## src/rtl/rclog_pkg.sv

```systemverilog
//------------------------------------------------------------------------------
// rclog_pkg
// Shared types, constants and the Gaussian weight table for the grid updater.
//------------------------------------------------------------------------------
`default_nettype none
package rclog_pkg;

    localparam int LO_W  = 9;
    localparam int CNT_W = 13;
    localparam int NONZERO_WEIGHTS = 100;

    localparam logic [2:0] REG_HIT_STEP  = 3'd0;
    localparam logic [2:0] REG_FREE_STEP = 3'd1;
    localparam logic [2:0] REG_FLOOR     = 3'd2;
    localparam logic [2:0] REG_CEILING   = 3'd3;
    localparam logic [2:0] REG_OCC_TH    = 3'd4;
    localparam logic [2:0] REG_FREE_TH   = 3'd5;
    localparam logic [2:0] REG_WSCALE    = 3'd6;

    localparam logic       OP_RAY  = 1'b0;
    localparam logic       OP_READ = 1'b1;

    localparam logic [1:0] CLS_FREE    = 2'd0;
    localparam logic [1:0] CLS_OCC     = 2'd1;
    localparam logic [1:0] CLS_UNKNOWN = 2'd2;

    // controller -> datapath
    typedef struct packed {
        logic load;      // capture item, set up line
        logic clr_step;  // clear pass: write zero at clear address
        logic rd_cur;    // issue read of current cell
        logic rmw_cur;   // compute/write free update of current cell
        logic advance;   // take one Bresenham step
        logic rd_end;    // issue read of end cell
        logic wr_hit;    // write hit update of end cell
        logic rd_final;  // issue read of end cell for result
        logic capture;   // latch result fields
    } rclog_cmd_t;

    // datapath -> controller
    typedef struct packed {
        logic at_end;    // current cell equals end cell
        logic cur_in;    // current cell in grid
        logic end_in;    // end cell in grid
        logic is_read;   // captured operation is a read
        logic clr_done;  // last clear address reached
    } rclog_sts_t;

    // round(256*exp(-i/16)), zero from NONZERO_WEIGHTS on
    function automatic logic [8:0] gauss_q8(input logic [6:0] i);
        logic [8:0] w;
        case (i)
            7'd0: w = 9'd256;  7'd1: w = 9'd240;  7'd2: w = 9'd226;  7'd3: w = 9'd212;
            7'd4: w = 9'd199;  7'd5: w = 9'd187;  7'd6: w = 9'd176;  7'd7: w = 9'd165;
            7'd8: w = 9'd155;  7'd9: w = 9'd146;  7'd10: w = 9'd137; 7'd11: w = 9'd129;
            7'd12: w = 9'd121; 7'd13: w = 9'd114; 7'd14: w = 9'd107; 7'd15: w = 9'd100;
            7'd16: w = 9'd94;  7'd17: w = 9'd88;  7'd18: w = 9'd83;  7'd19: w = 9'd78;
            7'd20: w = 9'd73;  7'd21: w = 9'd69;  7'd22: w = 9'd65;  7'd23: w = 9'd61;
            7'd24: w = 9'd57;  7'd25: w = 9'd54;  7'd26: w = 9'd50;  7'd27: w = 9'd47;
            7'd28: w = 9'd44;  7'd29: w = 9'd42;  7'd30: w = 9'd39;  7'd31: w = 9'd37;
            7'd32: w = 9'd35;  7'd33: w = 9'd33;  7'd34: w = 9'd31;  7'd35: w = 9'd29;
            7'd36: w = 9'd27;  7'd37: w = 9'd25;  7'd38: w = 9'd24;  7'd39: w = 9'd22;
            7'd40: w = 9'd21;  7'd41: w = 9'd20;  7'd42: w = 9'd19;  7'd43: w = 9'd17;
            7'd44: w = 9'd16;  7'd45: w = 9'd15;  7'd46: w = 9'd14;  7'd47: w = 9'd14;
            7'd48: w = 9'd13;  7'd49: w = 9'd12;  7'd50: w = 9'd11;  7'd51: w = 9'd11;
            7'd52: w = 9'd10;  7'd53: w = 9'd9;   7'd54: w = 9'd9;   7'd55: w = 9'd8;
            7'd56: w = 9'd8;   7'd57: w = 9'd7;   7'd58: w = 9'd7;   7'd59: w = 9'd6;
            7'd60: w = 9'd6;   7'd61: w = 9'd6;   7'd62: w = 9'd5;   7'd63: w = 9'd5;
            7'd64: w = 9'd5;   7'd65: w = 9'd4;   7'd66: w = 9'd4;   7'd67: w = 9'd4;
            7'd68: w = 9'd4;   7'd69: w = 9'd3;   7'd70: w = 9'd3;   7'd71: w = 9'd3;
            7'd72: w = 9'd3;   7'd73: w = 9'd3;   7'd74: w = 9'd3;   7'd75: w = 9'd2;
            7'd76: w = 9'd2;   7'd77: w = 9'd2;   7'd78: w = 9'd2;   7'd79: w = 9'd2;
            7'd80: w = 9'd2;   7'd81: w = 9'd2;   7'd82: w = 9'd2;
            default: w = (i < 7'(NONZERO_WEIGHTS)) ? 9'd1 : 9'd0;
        endcase
        return w;
    endfunction

endpackage
`default_nettype wire

```

## src/rtl/rclog_ctrl.sv

```systemverilog
//------------------------------------------------------------------------------
// rclog_ctrl
// Sequencer: clear pass, per-cell read-modify-write walk, hit and readout.
//------------------------------------------------------------------------------
`default_nettype none
module rclog_ctrl (
    input  wire logic               aclk,
    input  wire logic               aresetn,
    input  wire logic               s_tvalid,
    output logic                    s_tready,
    output logic                    m_tvalid,
    input  wire logic               m_tready,
    output rclog_pkg::rclog_cmd_t   cmd,
    input  wire rclog_pkg::rclog_sts_t sts
);
    import rclog_pkg::*;

    typedef enum logic [3:0] {
        ST_CLEAR, ST_IDLE, ST_CHECK, ST_RD, ST_MUL, ST_WR,
        ST_HRD, ST_HWAIT, ST_HWR, ST_FRD, ST_FWAIT, ST_OUT
    } state_t;

    state_t state_reg, state_next;
    logic   mval_reg, mval_next;

    // ST_RD and ST_MUL both address the current cell, so its data is still
    // there in ST_WR; the weight product is registered in ST_MUL
    always_comb begin
        state_next = state_reg;
        mval_next  = mval_reg;
        cmd        = '0;
        if (m_tvalid && m_tready) begin
            mval_next = 1'b0;
        end
        unique case (state_reg)
            ST_CLEAR: begin
                cmd.clr_step = 1'b1;
                if (sts.clr_done) state_next = ST_IDLE;
            end
            ST_IDLE: begin
                if (s_tvalid && !mval_reg) begin
                    cmd.load   = 1'b1;
                    state_next = ST_CHECK;
                end
            end
            ST_CHECK: begin
                if (sts.is_read) state_next = ST_FRD;
                else if (sts.at_end) state_next = ST_HRD;
                else if (sts.cur_in) state_next = ST_RD;
                else begin
                    cmd.advance = 1'b1;
                end
            end
            ST_RD: begin
                cmd.rd_cur = 1'b1;
                state_next = ST_MUL;
            end
            ST_MUL: begin
                cmd.rd_cur = 1'b1;
                state_next = ST_WR;
            end
            ST_WR: begin
                cmd.rmw_cur = 1'b1;
                cmd.advance = 1'b1;
                state_next  = ST_CHECK;
            end
            ST_HRD: begin
                if (sts.end_in) begin
                    cmd.rd_end = 1'b1;
                    state_next = ST_HWAIT;
                end else state_next = ST_FRD;
            end
            ST_HWAIT: state_next = ST_HWR;
            ST_HWR: begin
                cmd.wr_hit = 1'b1;
                state_next = ST_FRD;
            end
            ST_FRD: begin
                cmd.rd_final = 1'b1;
                state_next   = ST_FWAIT;
            end
            ST_FWAIT: state_next = ST_OUT;
            ST_OUT: begin
                cmd.capture = 1'b1;
                mval_next   = 1'b1;
                state_next  = ST_IDLE;
            end
            default: state_next = ST_IDLE;
        endcase
    end

    always_ff @(posedge aclk) begin
        if (!aresetn) begin
            state_reg <= ST_CLEAR;
            mval_reg  <= 1'b0;
        end else begin
            state_reg <= state_next;
            mval_reg  <= mval_next;
        end
    end

    assign s_tready = (state_reg == ST_IDLE) && !mval_reg;
    assign m_tvalid = mval_reg;
endmodule
`default_nettype wire

```

## config.mk

```make
export PLATFORM = sky130hd
export DESIGN_NAME = rclog_ctrl
export DESIGN_NICKNAME = d
export VERILOG_FILES = /design/src/rtl/rclog_pkg.sv /design/src/rtl/rclog_ctrl.sv
export SDC_FILE = /design/constraint.sdc
export NUM_CORES = 1
export LEC_CHECK = 0
export ABC_AREA = 1
export BUFFER_PORTS_ARGS = -buffer_cell sky130_fd_sc_hd__buf_4
export CAP_MARGIN = 0
export CORE_AREA = 2 2 39 41
export DETAILED_ROUTE_END_ITERATION = 16
export DIE_AREA = 0 0 41 43
export GPL_TIMING_DRIVEN = 0
export PLACE_DENSITY = 0.62
export SLEW_MARGIN = 25
export SYNTH_ARGS = -nofsm -noshare
export SYNTH_HDL_FRONTEND = slang
export SYNTH_SLANG_ARGS = --single-unit
```

## constraint.sdc

```tcl
create_clock -name aclk -period 1.38 [get_ports aclk]
set_input_delay 0.276 -clock aclk [delete_from_list [all_inputs] [get_ports aclk]]
set_output_delay 0.276 -clock aclk [all_outputs]
set_load 0.05 [all_outputs]
```

==> results of run 1 <==
[where the power goes]
part	total, mW	internal (mW)	switching [mW]
combinational	1.27	0.526	0.749
sequential	0.281	0.201	0.0795
clock	0.177	0.110	0.0670
total	1.73	0.837	0.896
[through the flow]
| step | TNS, ps | setup slack [ps] |
|---|---|---|
| after floorplan | -181 | -61.6 |
| after global placement | -214 | -119 |
| after detailed placement | -231 | -118 |
| after CTS | -1110 | -142 |
| after global routing | -1860 | -221 |
| final | -1100 | -186 |
[metal layers]
metal / vias up / share of wire (%)
li1: 319 / -
met1: 275 / 38
met2: 18 / 55
met3: 4 / 4.3
met4: 0 / 2.5
met5: - / 0
[worst paths after layout]
check / slack [ps] / depth (start not counted) / end / startpoint
setup / recovery: -190 / 5 / cmd[6] / state_reg[0]$_SDFFE_PN0P_
hold / removal: 250 / 3 / state_reg[3]$_SDFFE_PN0P_ / aresetn
setup reg to reg: 0 / 8 / state_reg[2]$_SDFFE_PN0P_ / state_reg[3]$_SDFFE_PN0P_
hold reg to reg: 650 / 4 / m_tvalid$_SDFFE_PN0P_ / m_tvalid$_SDFFE_PN0P_
[critical path: stages (launching register included)]
cell and delay [ps]:
dfxtp_4 390, nand2_1 170, nor2_2 190, a21oi_2 60
inv_1 70, buf_6 150
[layout by cell type, fill, tap and decap left out]
master,count
inv_1,6
dfxtp_4,4
buf_6,8
nand3_1,4
buf_4,22
nor2_2,7
nand3b_1,1
nand2_1,14
nand3_2,1
nand2_2,3
inv_4,3
nor2_1,7
o21ai_1,2
inv_2,9
nor4_1,1
o21ai_4,1
a31oi_1,1
a21oi_1,1
o21ai_0,1
o211ai_1,1
clkbuf_4,3
a21oi_2,2
nor2_4,9
dfxtp_1,1
clkbuf_1,1
buf_8,4
[area by class of cell]
class | instances | area, sq um
multi-input cells | 56 | 354
fillers | 111 | 478
repair buffers | 34 | 315
inverters | 18 | 75.1
clock buffers | 4 | 26.3
flip-flops and latches | 5 | 115
well taps | 16 | 20.0
[logic make-up (layout without fill, tap and decap cells)]
kind of cell | Yosys count | count (layout) | share of synthesized area (%)
AO/OA/AOI/OAI | 9 | 9 | 11.8
buffers and inverters | 19 | 56 | 16.9
flip-flops | 5 | 5 | 22.5
AND/OR/NAND/NOR | 47 | 47 | 48.7
[what timing repair did]
| item | 4_1_cts | 5_1_grt |
|---|---|---|
| cloned | 0 | 0 |
| pin swaps | 5 | 11 |
| resized for setup | 36 | 16 |
| hold endpoints to repair | 0 | 0 |
| setup endpoints to repair | 10 | 10 |
| buffers inserted | 12 | 3 |
| hold buffers | 0 | 0 |
==> flow_summary.ini, run 1 <==
[timing]
tcrit_tclk_final_pct = 113
rsz0062_at_grt = yes
clock.fmax_mhz = 639
hold_viol_final = 0
worst_clock_skew_ps = 4.33
post-route-min-period_ps = 1570
postLayoutSetupSlackWorst_ps = -186
timing.final.setup_violations = 10
timing.max_slew.rel_slack_pct = 83.9
final.hold.worst_slack_ps = 253
timing_max_transition_violations_final = 0
worst-slew-pin-transition_ps = 241

[global_routing]
global_router_s_overall_resource_usage_pct = 18.6
globalRoute.busiestLayer = met2
grt_util_met3_pct = 4.71
first_pass_grt_wire_length_um = 2200
grt_max_degree = 7
antenna_found_initial = 0
via_count_of_the_first_global_routing_pass = 565
grt-ovfl-total = 0
grtUsageMet1_pct = 21.0
met2_usage_pct = 30.0

[floorplan]
core_area_sq_um = 1380
top_level_ports = 20
starting_density_pct = 32.1
die_h_um = 43
chipWidth_um = 41
dieArea_sq_um = 1760
rows = 14

[synth]
yosys_warnings = 0
synth_flop_cell = dfxtp_1
yosys.cell_count.top_type = nor2_1
synth-edff-count = 0
yosys.area.top_type_share_pct = 22.5
synth_top_cells_by_count = 18 x nor2_1, 17 x inv_1, 15 x nand2_1
synth.lib_cells_used.distinct = 19
synth_area_leaders = dfxtp_1 23%, nor2_1 15%, inv_1 14%, nand2_1 13%, nor2_2 5.6%
netlist.top_cell.by_area = dfxtp_1
synth_seq_area_share_pct = 22.5
synth_cells = 80
syn-num-nets = 89
netlist_area_sq_um = 444
register_bit_count_reported_by_yosys = 5
asyncSetResetFlopFracSynth_pct = 0
post_synth.cell_area_avg_sq_um = 5.55

[cells_and_area]
finish.net_count = 127
layout-drive-gt1-share_pct = 65.0
antenna-diode-count = 0
largest_register_ffs = 4
flow.area_growth_from_synthesis_pct = 104
final_core_util_pct = 65.5
instances_no_fill = 133
final_area_sq_um = 906

[clocking]
clock_buffer_count_from_cts = 3
clock_sink_count = 5
clock_insertion_delay_worst_skew_ps = 250
cts-root-buf = clkbuf_4
cts.reportedPaths.clkPinSlew_ps = 40
htreeDepth = 1
cts_max_path_buffers = 2
tritoncts = built

[outcome]
status = finished, violations left
violations = setup timing

[worst_setup_path]
startpoint_type = flop
worst_ep_required_time_ps = 1100
worstSetupEndpointType = output pin
criticalPathCategory = flop to output pin
critPathArrivalTime_ps = 1290
critical_path_peak_fanout = 6

[power]
vdd_ir_drop_max_v = 0.000774
finalPower_mw = 1.73
pwr_density_cell_nw_per_um2 = 1910
p_leak_nw = 0.436

[route]
vias = 616
drc = 0
post_drt_wl_per_cell_um = 10.4
drt_pass1_iterations = 4
post_drt_via_cell_ratio = 4.63
detail_route.iter0.violations = 21
drt-total-wl_um = 1380
drtAntennaViolNets = 0

[placed_design]
dpl_cell_area_sq_um = 643
place.detailed.hpwl_um = 944
numPlacedInstances = 115
port-buffer-count = 19
gp_congestion = 0.873

[run]
maxCapViolCount = 0

[worst_hold_path]
hold_path.class = input port to flop
Note: power is estimated with default switching activity, not from simulation.
==> inputs of run 2 (changes only) <==
Settings changed: CORE_AREA 2 2 39 41 to not set, CORE_ASPECT_RATIO set to 0.75, CORE_MARGIN set to 5, CORE_UTILIZATION set to 25, DIE_AREA 0 0 41 43 to not set, PLACE_DENSITY 0.62 to 0.5.
==> run 2 against run 1 <==
Against the previous run:
- first-iteration DRC count is 71% lower
- the run still ends with setup timing left
- sequential power is 5% higher
- critical endpoint is now cmd[4]
- largest power group unchanged
- fmax is 1.0% higher
- via count is 2.8% higher
- count of clock-buffer cells in the layout stayed put
- core utilization is 7.4 points lower
- power is 3.6% higher
==> flow_summary.ini, run 2 (synthesis results as in run 1) <==
[placed_design]
port-buffer-count = 19
gp_congestion = 0.807
place.detailed.hpwl_um = 1040
numPlacedInstances = 121
dpl_cell_area_sq_um = 651
place_ws_ps = -127

[worst_setup_path]
criticalPathCategory = flop to output pin
critPathMaxStageDelay_ps = 370
cp_top_family = flip-flops
worstPathCellList = nor2_4 -> nand2_2 -> nor2_4 -> inv_2 -> o21ai_4 -> buf_6
worst_ep_required_time_ps = 1100
rr_startpoint = state_reg[2]$_SDFFE_PN0P_
startpoint_type = flop
path_common_cell = nor2_4
critical-path-slowest-cell = dfxtp_4
r2r_slack_ps = 70
worstSetupEndpointType = output pin
critical_path_peak_fanout = 4
critPathArrivalTime_ps = 1270
critical_path_buf_inv_count = 2
regToRegEndpoint = state_reg[1]$_SDFFE_PN0P_
reg2regPathDepth = 10

[global_routing]
antenna_found_initial = 0
via_count_of_the_first_global_routing_pass = 559
first_pass_grt_wire_length_um = 2280
grt_max_degree = 6
met2_usage_pct = 20.5
grtUsageMet1_pct = 13.2
global_router_s_overall_resource_usage_pct = 11.7
grt-ovfl-total = 0
grt_util_met3_pct = 5.32
globalRoute.busiestLayer = met2

[worst_hold_path]
hold_path.class = input port to flop
holdPathStages = 3
startpoint_of_the_most_critical_hold_path = aresetn
hold_endpoint = state_reg[3]$_SDFFE_PN0P_

[cells_and_area]
largest_register_ffs = 4
finish.net_count = 132
instances_no_fill = 144
final_core_util_pct = 58.0
final_area_sq_um = 991
flow.area_growth_from_synthesis_pct = 123
leading_cell_types_in_the_layout_fill_and_taps_excluded = 28 x buf_4, 13 x nor2_4, 11 x nand2_1
layout.cells.most_common = buf_4
layout-drive-gt1-share_pct = 68.9
antenna-diode-count = 0

[route]
vias = 633
post_drt_via_cell_ratio = 4.40
post_drt_wl_per_cell_um = 11.5
detail_route.iter0.violations = 6
drc = 0
drt-total-wl_um = 1650
drt_pass1_iterations = 4
drtAntennaViolNets = 0

[power]
pwr_density_cell_nw_per_um2 = 1810
vdd_ir_drop_max_v = 0.000815
p_leak_nw = 0.471
finalPower_mw = 1.79

[floorplan]
die_h_um = 46.5
chipWidth_um = 58.7
dieArea_sq_um = 2730
core_area_sq_um = 1710
starting_density_pct = 26.0
top_level_ports = 20
rows = 13

[outcome]
status = finished, violations left
violations = setup timing

[timing]
hold_viol_final = 0
tcrit_tclk_final_pct = 112
rsz0062_at_grt = yes
postLayoutSetupSlackWorst_ps = -171
worst-slew-pin-transition_ps = 287
timing.max_slew.rel_slack_pct = 80.7
timing.final.setup_violations = 10
final.hold.worst_slack_ps = 264
setup_tns_ps = -1160
worst_clock_skew_ps = 0.501
clock.fmax_mhz = 645
timing_max_transition_violations_final = 0
post-route-min-period_ps = 1550

[clocking]
cts-root-buf = clkbuf_4
clock_sink_count = 5
clock_insertion_delay_worst_skew_ps = 240
cts.reportedPaths.clkPinSlew_ps = 40
clock_buffer_count_from_cts = 3
cts_hold_repair.buffers = 0
tritoncts = built
htreeDepth = 1
cts_max_path_buffers = 2

[run]
maxCapViolCount = 0
-- run 2: changes by cell type in the layout (fill, tap and decap cells not counted), moves of 2 or more --
cell,change
buf_4,+6
nand2_1,-3
nand2_2,+2
nor2_2,-4
nor2_4,+4
-- run 2: how the worst max path moves through the flow --
| stage | start | to | slack, ps | cells past startpoint |
|---|---|---|---|---|
| floorplan | state_reg[2]$_SDFFE_PN0P_ | cmd[5] | -60 | 4 |
| global route | state_reg[3]$_SDFFE_PN0P_ | cmd[4] | -210 | 6 |
| detailed placement | state_reg[3]$_SDFFE_PN0P_ | cmd[0] | -130 | 6 |
| CTS | state_reg[1]$_SDFFE_PN0P_ | cmd[4] | -160 | 7 |
| global placement | state_reg[3]$_SDFFE_PN0P_ | cmd[0] | -140 | 6 |
| finish | state_reg[3]$_SDFFE_PN0P_ | cmd[4] | -170 | 6 |
-- run 2: timing repair --
action	in CTS	in global routing
pin swaps	7	11
setup buffers	14	7
gates resized for setup	40	19
setup endpoints to repair	10	13
-- run 2: cell type report --
type                            instances  area (sq um)
Fill cell                             162           717
Multi-Input combinational cell         56           402
Inverter                               18          75.1
Clock buffer                            4          26.3
Tap cell                               22          27.5
Timing Repair Buffer                   39           345
Sequential cell                         5           115
-- run 2: where the power goes --
part | leakage, nW | internal (mW) | switching [mW]
Sequential | 0.0436 | 0.201 | 0.0929
Clock | 0.0150 | 0.110 | 0.0632
Combinational | 0.412 | 0.530 | 0.798
-- run 2: metal layers --
layer	share of wire [%]	up-vias
met5	0	-
met4	0.85	0
met3	5.8	2
met2	52	23
met1	42	277
li1	-	331
-- run 2: tightest hold or removal path, delay by kind of cell --
family | cells | cell delay, ps
AO/OA/AOI/OAI | 1 | 70
buffers and inverters | 2 | 140
